[config.mk]
export PLATFORM = sky130hd
export DESIGN_NAME = biquad_tdf2_q31_filter_top_flat
export DESIGN_NICKNAME = d
export VERILOG_FILES = /design/src/sv/bqf_pkg.sv /design/src/sv/bqf_in_if.sv /design/src/sv/bqf_out_if.sv /design/src/sv/bqf_cfg_if.sv /design/src/sv/bqf_mac.sv /design/src/sv/bqf_seq.sv /design/src/sv/biquad_tdf2_q31_filter_top.sv /design/src/flat_wrapper.sv
export SDC_FILE = /design/constraint.sdc
export NUM_CORES = 2
export LEC_CHECK = 0
export ABC_AREA = 1
export ABC_CLOCK_PERIOD_IN_PS = 19250
export BUFFER_PORTS_ARGS = -buffer_cell sky130_fd_sc_hd__clkbuf_2
export CORE_MARGIN = 5
export CORE_UTILIZATION = 25
export DETAILED_ROUTE_END_ITERATION = 10
export PLACE_DENSITY_LB_ADDON = 0.2
export SKIP_CTS_REPAIR_TIMING = 1
export SLEW_MARGIN = 20
export SYNTH_ARGS = -nofsm -noshare
export SYNTH_HDL_FRONTEND = slang
export SYNTH_SLANG_ARGS = --single-unit
[constraint.sdc]
create_clock -name i_clk -period 19.25 [get_ports i_clk]
set_clock_uncertainty 0.15 [all_clocks]
set_input_delay 0.9625 -clock i_clk [delete_from_list [all_inputs] [get_ports i_clk]]
set_output_delay 0.9625 -clock i_clk [all_outputs]
set_load 0.03 [all_outputs]
[src/sv/bqf_pkg.sv]
// Shared types and constants for the Q1.31 transposed direct form II biquad.
// No dependencies; used by the interfaces, the sequencer, the MAC and the top level.
`default_nettype none

package bqf_pkg;

    localparam int DATA_W    = 32;
    localparam int ACC_W     = 64;
    localparam int NUM_COEF  = 5;
    localparam int CFG_IDX_W = 3;

    typedef logic signed [DATA_W-1:0] t_data;
    typedef logic signed [ACC_W-1:0]  t_acc;

    typedef enum logic [CFG_IDX_W-1:0] {
        C_B0  = 3'd0,
        C_B1  = 3'd1,
        C_B2  = 3'd2,
        C_FB1 = 3'd3,
        C_FB2 = 3'd4
    } t_coef;

    typedef enum logic [1:0] {
        OPA_X,
        OPA_Y,
        OPA_ACC_HI
    } t_opa;

    typedef enum logic [1:0] {
        BASE_Z1,
        BASE_Z2,
        BASE_ZERO,
        BASE_ACC
    } t_base;

    typedef enum logic [2:0] {
        S_IDLE,
        S_B0,
        S_Y,
        S_B1,
        S_F1,
        S_B2,
        S_F2,
        S_DONE
    } t_state;

    typedef struct packed {
        t_opa  opa;
        t_coef coef;
        logic  acc_en;
        t_base base;
        logic  acc_sub;
        logic  ld_y;
        logic  ld_z1;
        logic  ld_z2;
        logic  in_ready;
        logic  out_load;
    } t_ctrl;

endpackage

`default_nettype wire

[src/sv/bqf_in_if.sv]
// Input sample channel: valid/ready plus one Q1.31 sample.
// Depends on bqf_pkg.
`default_nettype none

interface bqf_in_if;
    import bqf_pkg::*;

    logic  valid;
    logic  ready;
    t_data sample_in;

    modport source (output valid, output sample_in, input ready);
    modport sink   (input valid, input sample_in, output ready);
endinterface

`default_nettype wire

[src/sv/bqf_out_if.sv]
// Output sample channel: valid/ready plus one filtered Q1.31 sample.
// Depends on bqf_pkg.
`default_nettype none

interface bqf_out_if;
    import bqf_pkg::*;

    logic  valid;
    logic  ready;
    t_data sample_out;

    modport source (output valid, output sample_out, input ready);
    modport sink   (input valid, input sample_out, output ready);
endinterface

`default_nettype wire

[src/sv/bqf_cfg_if.sv]
// Coefficient write channel: valid/ready, register index and write data.
// Depends on bqf_pkg.
`default_nettype none

interface bqf_cfg_if;
    import bqf_pkg::*;

    logic                 valid;
    logic                 ready;
    logic [CFG_IDX_W-1:0] index;
    t_data                wdata;

    modport source (output valid, output index, output wdata, input ready);
    modport sink   (input valid, input index, input wdata, output ready);
endinterface

`default_nettype wire

[src/sv/bqf_mac.sv]
// Shared multiply-accumulate unit: registered doubled 32x32 product, then 64-bit add/sub.
// Depends on bqf_pkg.
`default_nettype none

module bqf_mac (
    input  wire logic           i_clk,
    input  wire bqf_pkg::t_data i_a,
    input  wire bqf_pkg::t_data i_b,
    input  wire bqf_pkg::t_acc  i_base,
    input  wire logic           i_sub,
    input  wire logic           i_acc_en,
    output bqf_pkg::t_acc       o_acc
);
    import bqf_pkg::*;

    t_acc r_prod;
    t_acc r_acc;
    t_acc w_mul;

    // Q1.31 x Q1.31 -> Q1.63, doubling wraps mod 2^64
    assign w_mul = t_acc'(i_a) * t_acc'(i_b);

    always_ff @(posedge i_clk) begin
        r_prod <= {w_mul[ACC_W-2:0], 1'b0};
        if (i_acc_en) begin
            r_acc <= i_sub ? (i_base - r_prod) : (i_base + r_prod);
        end
    end

    assign o_acc = r_acc;

endmodule

`default_nettype wire

[src/sv/bqf_seq.sv]
// Sequencer stepping the shared MAC through the five products of one sample.
// Depends on bqf_pkg.
`default_nettype none

module bqf_seq (
    input  wire logic       i_clk,
    input  wire logic       i_rst_n,
    input  wire logic       i_in_valid,
    input  wire logic       i_out_free,
    output bqf_pkg::t_ctrl  o_ctrl
);
    import bqf_pkg::*;

    t_state r_state;
    t_state n_state;
    t_ctrl  w_ctrl;

    always_ff @(posedge i_clk) begin
        if (!i_rst_n) begin
            r_state <= S_IDLE;
        end else begin
            r_state <= n_state;
        end
    end

    always_comb begin
        n_state = r_state;
        unique case (r_state)
            S_IDLE: begin
                if (i_in_valid) n_state = S_B0;
            end
            S_B0:   n_state = S_Y;
            S_Y:    n_state = S_B1;
            S_B1:   n_state = S_F1;
            S_F1:   n_state = S_B2;
            S_B2:   n_state = S_F2;
            S_F2:   n_state = S_DONE;
            S_DONE: begin
                if (i_out_free) n_state = S_IDLE;
            end
            default: n_state = S_IDLE;
        endcase
    end

    always_comb begin
        w_ctrl          = '0;
        w_ctrl.opa      = OPA_X;
        w_ctrl.coef     = C_B0;
        w_ctrl.base     = BASE_ACC;
        unique case (r_state)
            S_IDLE: begin
                w_ctrl.in_ready = 1'b1;
            end
            S_B0: begin
                w_ctrl.coef = C_B0;
            end
            S_Y: begin
                w_ctrl.coef   = C_B1;
                w_ctrl.acc_en = 1'b1;
                w_ctrl.base   = BASE_Z1;
            end
            S_B1: begin
                // y is the top half of the accumulator right now
                w_ctrl.opa    = OPA_ACC_HI;
                w_ctrl.coef   = C_FB1;
                w_ctrl.acc_en = 1'b1;
                w_ctrl.base   = BASE_Z2;
                w_ctrl.ld_y   = 1'b1;
            end
            S_F1: begin
                w_ctrl.coef    = C_B2;
                w_ctrl.acc_en  = 1'b1;
                w_ctrl.acc_sub = 1'b1;
            end
            S_B2: begin
                w_ctrl.opa    = OPA_Y;
                w_ctrl.coef   = C_FB2;
                w_ctrl.acc_en = 1'b1;
                w_ctrl.base   = BASE_ZERO;
                w_ctrl.ld_z1  = 1'b1;
            end
            S_F2: begin
                w_ctrl.acc_en  = 1'b1;
                w_ctrl.acc_sub = 1'b1;
            end
            S_DONE: begin
                w_ctrl.ld_z2    = 1'b1;
                w_ctrl.out_load = i_out_free;
            end
            default: begin
                w_ctrl.in_ready = 1'b0;
            end
        endcase
    end

    assign o_ctrl = w_ctrl;

endmodule

`default_nettype wire

[src/sv/biquad_tdf2_q31_filter_top.sv]
// Top level of the Q1.31 biquad section: coefficient registers, delay state, output register.
// Depends on bqf_pkg, bqf_in_if, bqf_out_if, bqf_cfg_if, bqf_seq and bqf_mac.
//
//  channel    | port       | direction | payload
//  -----------+------------+-----------+--------------------------
//  sample in  | i_smp_in   | sink      | sample_in  (Q1.31)
//  sample out | o_smp_out  | source    | sample_out (Q1.31)
//  coef write | i_cfg      | sink      | index, wdata (Q1.31)
//
// One sample passes through an accept step, six steps in which one shared 32x32 MAC forms
// the five products, and a finishing step. The result is loaded into the output register
// in the finishing step.
// Ready is high only while the sequencer is idle; cfg ready is always high.
// A pending result waits in the output register; the next sample may be taken meanwhile,
// but the sequencer holds in its final step until the output register is free.
// Synchronous active-low reset clears coefficients, delay state and the output valid flag.
`default_nettype none

module biquad_tdf2_q31_filter_top (
    input  wire logic i_clk,
    input  wire logic i_rst_n,
    bqf_in_if.sink    i_smp_in,
    bqf_out_if.source o_smp_out,
    bqf_cfg_if.sink   i_cfg
);
    import bqf_pkg::*;

    t_data r_coef [NUM_COEF];
    t_data r_x;
    t_data r_y;
    t_acc  r_z1;
    t_acc  r_z2;
    t_data r_out_data;
    logic  r_out_valid;

    t_ctrl w_ctrl;
    t_data w_mul_a;
    t_data w_mul_b;
    t_acc  w_base;
    t_acc  w_acc;
    logic  w_out_free;
    logic  w_in_acc;
    logic  w_cfg_wr;

    assign w_in_acc   = i_smp_in.valid && w_ctrl.in_ready;
    assign w_out_free = !r_out_valid || o_smp_out.ready;
    assign w_cfg_wr   = i_cfg.valid && i_cfg.ready
                        && (i_cfg.index < CFG_IDX_W'(NUM_COEF));

    assign i_cfg.ready    = 1'b1;
    assign i_smp_in.ready = w_ctrl.in_ready;

    always_ff @(posedge i_clk) begin
        if (!i_rst_n) begin
            for (int i = 0; i < NUM_COEF; i++) begin
                r_coef[i] <= '0;
            end
        end else if (w_cfg_wr) begin
            r_coef[i_cfg.index] <= i_cfg.wdata;
        end
    end

    bqf_seq u_seq (
        .i_clk      (i_clk),
        .i_rst_n    (i_rst_n),
        .i_in_valid (i_smp_in.valid),
        .i_out_free (w_out_free),
        .o_ctrl     (w_ctrl)
    );

    always_comb begin
        unique case (w_ctrl.opa)
            OPA_X:      w_mul_a = r_x;
            OPA_Y:      w_mul_a = r_y;
            OPA_ACC_HI: w_mul_a = w_acc[ACC_W-1:ACC_W-DATA_W];
            default:    w_mul_a = r_x;
        endcase
    end

    assign w_mul_b = r_coef[w_ctrl.coef];

    always_comb begin
        unique case (w_ctrl.base)
            BASE_Z1:   w_base = r_z1;
            BASE_Z2:   w_base = r_z2;
            BASE_ZERO: w_base = '0;
            BASE_ACC:  w_base = w_acc;
            default:   w_base = w_acc;
        endcase
    end

    bqf_mac u_mac (
        .i_clk    (i_clk),
        .i_a      (w_mul_a),
        .i_b      (w_mul_b),
        .i_base   (w_base),
        .i_sub    (w_ctrl.acc_sub),
        .i_acc_en (w_ctrl.acc_en),
        .o_acc    (w_acc)
    );

    always_ff @(posedge i_clk) begin
        if (w_in_acc) r_x <= i_smp_in.sample_in;
        if (w_ctrl.ld_y) r_y <= w_acc[ACC_W-1:ACC_W-DATA_W];
        if (w_ctrl.out_load) r_out_data <= r_y;
    end

    always_ff @(posedge i_clk) begin
        if (!i_rst_n) begin
            r_z1        <= '0;
            r_z2        <= '0;
            r_out_valid <= 1'b0;
        end else begin
            if (w_ctrl.ld_z1) r_z1 <= w_acc;
            if (w_ctrl.ld_z2) r_z2 <= w_acc;
            if (w_ctrl.out_load) begin
                r_out_valid <= 1'b1;
            end else if (o_smp_out.ready) begin
                r_out_valid <= 1'b0;
            end
        end
    end

    assign o_smp_out.valid      = r_out_valid;
    assign o_smp_out.sample_out = r_out_data;

endmodule

`default_nettype wire

[src/flat_wrapper.sv]
// flat-port wrapper written by rule: the top's interface ports become plain ports
module biquad_tdf2_q31_filter_top_flat import bqf_pkg::*;
  (i_clk, i_rst_n, i_smp_in_valid, i_smp_in_sample_in, i_smp_in_ready, o_smp_out_valid, o_smp_out_sample_out, o_smp_out_ready, i_cfg_valid, i_cfg_index, i_cfg_wdata, i_cfg_ready);
  bqf_in_if i_smp_in_i ();
  bqf_out_if o_smp_out_i ();
  bqf_cfg_if i_cfg_i ();
  input  wire logic i_clk;
  input  wire logic i_rst_n;
  input wire logic [$bits(i_smp_in_i.valid)-1:0] i_smp_in_valid;
  input wire logic [$bits(i_smp_in_i.sample_in)-1:0] i_smp_in_sample_in;
  output wire logic [$bits(i_smp_in_i.ready)-1:0] i_smp_in_ready;
  output wire logic [$bits(o_smp_out_i.valid)-1:0] o_smp_out_valid;
  output wire logic [$bits(o_smp_out_i.sample_out)-1:0] o_smp_out_sample_out;
  input wire logic [$bits(o_smp_out_i.ready)-1:0] o_smp_out_ready;
  input wire logic [$bits(i_cfg_i.valid)-1:0] i_cfg_valid;
  input wire logic [$bits(i_cfg_i.index)-1:0] i_cfg_index;
  input wire logic [$bits(i_cfg_i.wdata)-1:0] i_cfg_wdata;
  output wire logic [$bits(i_cfg_i.ready)-1:0] i_cfg_ready;
  assign i_smp_in_i.valid = i_smp_in_valid;
  assign i_smp_in_i.sample_in = i_smp_in_sample_in;
  assign i_smp_in_ready = i_smp_in_i.ready;
  assign o_smp_out_valid = o_smp_out_i.valid;
  assign o_smp_out_sample_out = o_smp_out_i.sample_out;
  assign o_smp_out_i.ready = o_smp_out_ready;
  assign i_cfg_i.valid = i_cfg_valid;
  assign i_cfg_i.index = i_cfg_index;
  assign i_cfg_i.wdata = i_cfg_wdata;
  assign i_cfg_ready = i_cfg_i.ready;
  biquad_tdf2_q31_filter_top u_core (.i_clk(i_clk), .i_rst_n(i_rst_n), .i_smp_in(i_smp_in_i), .o_smp_out(o_smp_out_i), .i_cfg(i_cfg_i));
endmodule
==> Yosys cells after proc, flatten, opt, wreduce, memory -nomap -nowiden <==
Memory sizes are Yosys's and may differ from the RTL's.
Index checks and enable logic that the tools add are counted.
{ "op_classes": {"n_addsub": 2, "mul": 1, "magnitude_cmp": 1, "n_eq_ne": 14, "mux": 25, "n_reduce_logical": 11} }
{ "op_table": {"columns": ["op", "n"], "rows": [
  ["$pmux W64 S4", 1],
  ["$add A64 B64 Y64", 1],
  ["$mux W64", 1],
  ["$pmux W32 S2", 1],
  ["$sub A64 B64 Y64", 1],
  ["$mul A32 B32 Y63", 1],
  ["$mux W32", 1],
  ["$reduce_or A32 Y1", 1],
  ["$pmux W3 S8", 1],
  ["$mux W1", 14],
  ["$eq A3 B3 Y1 const B", 4],
  ["$pmux W3 S4", 1],
  ["$mux W3", 3],
  ["$eq A2 B2 Y1 const B", 3],
  ["$eq A3 B2 Y1 const B", 2],
  ["$pmux W2 S3", 1],
  ["$reduce_or A5 Y1", 1],
  ["$eq A2 B1 Y1 const B", 2],
  ["$ne A2 B2 Y1 const B", 2],
  ["$pmux W2 S2", 1],
  ["$eq A3 B1 Y1 const B", 1],
  ["$logic_not A3 Y1", 1],
  ["$lt A3 B3 Y1 const B", 1],
  ["$logic_and A1 B1 Y1", 2],
  ["other kinds (6)", 6]
]} }
{ "totals": {"register_bits": 355, "ram_bits": 160, "in_bits": 72, "elab_cells": 64, "mem_count": 1} }
{ "memory_table": {"columns": ["name", "depth", "word_bits", "rd", "rd_ports_with_merged_regs", "write_ports", "line", "rtl"], "rows": [
  ["u_core.r_coef", 5, 32, 1, 0, 5, "biquad_tdf2_q31_filter_top.sv:28", "t_data r_coef [NUM_COEF];"]
]} }

==> Longest topological paths before layout <==
{ "depth": {"word_depth": 7, "ltp_mapped": 43, "ltp_nobuf": 37} }

==> Hierarchy <==
Synthesis repeated with hierarchy kept, for this count alone.
{ "hier_totals": {"hier_cells": 8687, "hier_area_um2": 69454.1} }
{ "modules_own_cells": {"columns": ["mod", "n_inst", "cells_per_inst", "area_each_um2"], "rows": [
  ["bqf_mac", 1, 6264, 47914.7],
  ["biquad_tdf2_q31_filter_top", 1, 2371, 21200.3],
  ["bqf_seq", 1, 52, 339.1]
]} }

==> Worst setup path before layout <==
No wires, ideal clock.
{ "synth_timing": {"path_type": "flip-flop to flip-flop", "start": "register u_core.u_seq.r_state[1]", "end": "register u_core.u_mac.r_prod[63]", "arrival_ns": 8.741, "setup_slack_ns": 10.247, "path_stages_with_launch": 34, "path_buffers": 3, "period_less_slack_ns": 9.003, "cell_sequence": "dfxtp_1 -> buf_6 -> nand2_1 -> nor2_2 -> nand2_1 -> nand2_1 -> nor2_1 -> buf_2 -> buf_2 -> nor2_1 -> fa_1 -> fa_1 -> fa_1 -> inv_1 -> fa_1 -> inv_1 -> fa_1 -> fa_1 -> inv_1 -> fa_1 -> fa_1 -> inv_1 -> ha_1 -> nand2_1 -> nor2_1 -> inv_1 -> nor2_1 -> inv_1 -> nor4_1 -> nand2_1 -> nand3_1 -> inv_1 -> nand2_1 -> nand2_1"} }
{ "synth_between": {"elab_chain_cells": 5, "elab_cells_between_ends": 11, "classes_between": "1 x mul; 6 x eq/ne; 3 x mux; 1 x memory"} }
{ "synth_rtl": {"columns": ["element", "line", "rtl"], "rows": [
  ["start: declaration", "bqf_seq.sv:14", "t_state r_state;"],
  ["start signal: assignment", "bqf_seq.sv:22", "r_state <= n_state;"],
  ["$eq A3 B3 Y1 or $eq A3 B2 Y1 (tied branches)", "bqf_seq.sv:50", "unique case (r_state)"],
  ["$pmux W2 S2", "bqf_seq.sv:50", null],
  ["$eq A2 B2 Y1 or $eq A2 B1 Y1 (tied branches)", "biquad_tdf2_q31_filter_top.sv:72", "unique case (w_ctrl.opa)"],
  ["$pmux W32 S2", "biquad_tdf2_q31_filter_top.sv:72", null],
  ["$mul A32 B32 Y63 (*)", "bqf_mac.sv:21", "assign w_mul = t_acc'(i_a) * t_acc'(i_b);"],
  ["via u_core.u_mac.w_mul[62]", "bqf_mac.sv:18", "t_acc w_mul;"],
  ["end signal: assignment", "bqf_mac.sv:24", "r_prod <= {w_mul[ACC_W-2:0], 1'b0};"],
  ["end: declaration", "bqf_mac.sv:16", "t_acc r_prod;"]
]} }
The timed path passes the listed nets; every way through them passes the cells marked *.
A chain may end at the register's enable or synchronous reset.

==> Final worst setup path <==
{ "layout_timing": {"start": "register u_core.u_seq.r_state[1]", "end": "register u_core.u_mac.r_prod[60]"} }
Same word-level chain as after synthesis.

==> out/results.ini <==
[timing]
finalHoldViolCount=0
finalCritPeriodShare_pct=64.0
tightest_slew_ps=1180
timing.fmax_mhz=81.1
maxSlewViolCount=0
finalSetupTns_ps=0
grt_setup_unrepaired=no
maxSlewHeadroom_pct=20.5
finalSetupViolations=0
finalCriticalPeriod_ps=12330

[logic_synthesis]
avgSynthCellArea_um2=8.53
synth-edff-count=362
ys_types=58
yosys_warnings=0
yosysSeqAreaShare_pct=22.8
netlist_instances=7577
synth-seq-cells=555
async_flop_share_pct=0
syn-cell-area_mm2=0.0646
synthFlopType=edfxtp_1

[setup_path]
max_stage_delay_ps=990
critical_path_class=reg2reg
arrival_ps=12730
critPathLaunchType=register
critPathMostFrequentCell=fa_1
path_max_fanout=78
cp_slowest_cell=nand3_2
crit_required_ps=19660
endpoint_kind=register

[routing]
drt_iter0_drc=3932
drc=0
vias=51300
wire_per_inst_um=23.2
ant_nets=0
via_per_inst=4.66
dr.pass1.iters=5
wirelength_mm=255

[hold_path]
hold_path_class=in2reg

[floorplan]
start_util_pct=25.1
fp.dieH_um=518
fp.coreArea_mm2=0.257
ios=107
die_area_mm2=0.269
fp.dieW_um=518
rows=186

[clock_tree]
root_buffer=clkbuf_16
clock-sinks=555
tritoncts=done
cts_max_path_buffers=3
clock_latency_ps=710
cts_made_buffers=61
htree_levels=2
path_clk_slew_ps=60

[global_routing]
grt_overflow=0
grt_pass1_vias=54100
antenna_found_initial=11
grt_max_degree=82
grt_pass1_wl_mm=375
track_usage_pct=18.8

[run]
drv_cap=0

[finish]
nFillCells=27800
fin_nets=8973
multi_input_area_mm2=0.0430
final_util_pct=27.5
seqCellArea_mm2=0.0147
areaGrowthSynthToFinish_pct=9.35
drive_gt1_share_pct=6.72

[status]
status=finished, final reports clean

[place]
hpwl_mm=202
io_buffers=105
globalplace.congestion=0.942

final timing paths:
check                          start                      end  slack (ps)  cells past startpoint
max          u_core.u_seq.r_state[1]  u_core.u_mac.r_prod[60]        6920                     28
min           i_smp_in_sample_in[20]           u_core.r_x[20]         280                      1
max reg2reg  u_core.u_seq.r_state[1]  u_core.u_mac.r_prod[60]        6920                     28
min reg2reg   u_core.u_mac.o_acc[56]           u_core.r_y[24]         280                      0
logic make-up (layout without fill, tap and decap cells):
kind of cell	Yosys count	count (layout)	share of synthesized area [%]
AND/OR/NAND/NOR	2990	2990	18.9
XOR/XNOR	143	143	1.94
other	2	46	0.0116
flip-flops	555	555	22.8
AO/OA/AOI/OAI	846	846	7.30
buffers and inverters	1719	1735	11.0
multiplexers	3	3	0.0465
adder cells (fa/ha/maj)	1319	1319	38.0
stage by stage:
stage | cell area [µm²] | setup WS [ps] | hold WS, ps | instances
global placement | 68500 | 7000 | 290 | 10900
floorplan | 64800 | 10250 | 277 | 7619
CTS | 70700 | 7010 | 237 | 11000
global route | 70700 | 6350 | 255 | 11000
detailed placement | 68500 | 7040 | 289 | 10900
finish | 70700 | 6920 | 279 | 11000
registers in the layout, summed over array words and instances, names as in the netlist:
register                     count
u_core.r_coef                  203
u_core.u_mac.r_prod             63
u_core.r_x                      32
u_core.u_mac.o_acc              63
u_core.o_smp_out.sample_out     32
u_core.r_z2                     63
u_core.u_seq.r_state             3
u_core.o_smp_out.valid           1
u_core.r_y                      32
u_core.r_z1                     63
critical path: cells and delay by family (launching register included):
kind | cells | cell delay, ps
AO/OA/AOI/OAI | 1 | 330
adder cells (fa/ha/maj) | 9 | 5340
AND/OR/NAND/NOR | 11 | 2880
flip-flops | 1 | 880
buffers and inverters | 7 | 2500
cell usage in the layout, fill, tap and decap left out, types with 7 or more instances in the layout:
cell type  instances
a21oi_2           28
xor2_1           116
nor4_1            11
nor3_1            33
a21oi_1          333
nand3_1          184
o21a_1             8
nor2_2            53
nor2_1          1205
clkinv_2          15
o21ai_0          347
nand3b_1          14
nand2_2           35
nand4_1           49
a31oi_1           15
a21o_1             9
edfxtp_1         362
o21ai_1           18
conb_1            44
clkbuf_8          12
inv_2             50
dfxtp_1          193
clkbuf_2         105
clkbuf_16         61
buf_4             82
xnor2_1           27
ha_1             245
a21boi_0           7
o21bai_1          24
a32o_1            28
nand2_1         1355
nor2_4            26
inv_1           1377
fa_1            1074
a221o_1            7
routing by layer:
layer  share of wire [%]  track usage (%)  vias up
met5               0.011                0        -
met4                 2.2             3.71        6
met3                 5.4             2.12      221
met2                  47             31.5     1454
met1                  45             26.2    26600
li1                    -                -    23100
area by class of cell:
| cell class | instances | area share [%] |
|---|---|---|
| Antenna cell | 2 | 0.00708 |
| Sequential cell | 555 | 20.8 |
| Inverter | 1433 | 7.63 |
| Clock buffer | 81 | 2.44 |
| Clock inverter | 35 | 0.595 |
| Multi-Input combinational cell | 5345 | 60.9 |
| Timing Repair Buffer | 186 | 1.61 |
| Tap cell | 3384 | 5.99 |
Yosys cell counts (all sizes together) (5+ instances only):
cell,count,area [µm²]
o21bai,24,180
a221o,7,70.1
dfxtp,193,3860
a21oi,364,1920
nand3,187,951
o21a,8,60.1
clkbuf,91,342
a31oi,15,93.8
ha,245,3070
a21boi,7,52.6
nor4,11,68.8
edfxtp,362,10900
nor3,34,170
nor2,1286,5150
buf,195,1390
xnor2,27,236
a32o,28,280
nand2,1396,5360
nand4,49,307
o211ai,6,45.0
o21ai,366,1840
xor2,116,1020
nand3b,14,105
a21o,9,67.6
fa,1074,21500
inv,1432,5390
o31ai,5,52.6
Power is left out: the tool's default activity adds up to more than one toggle a clock period on the data nets, which glitch-free logic cannot reach.
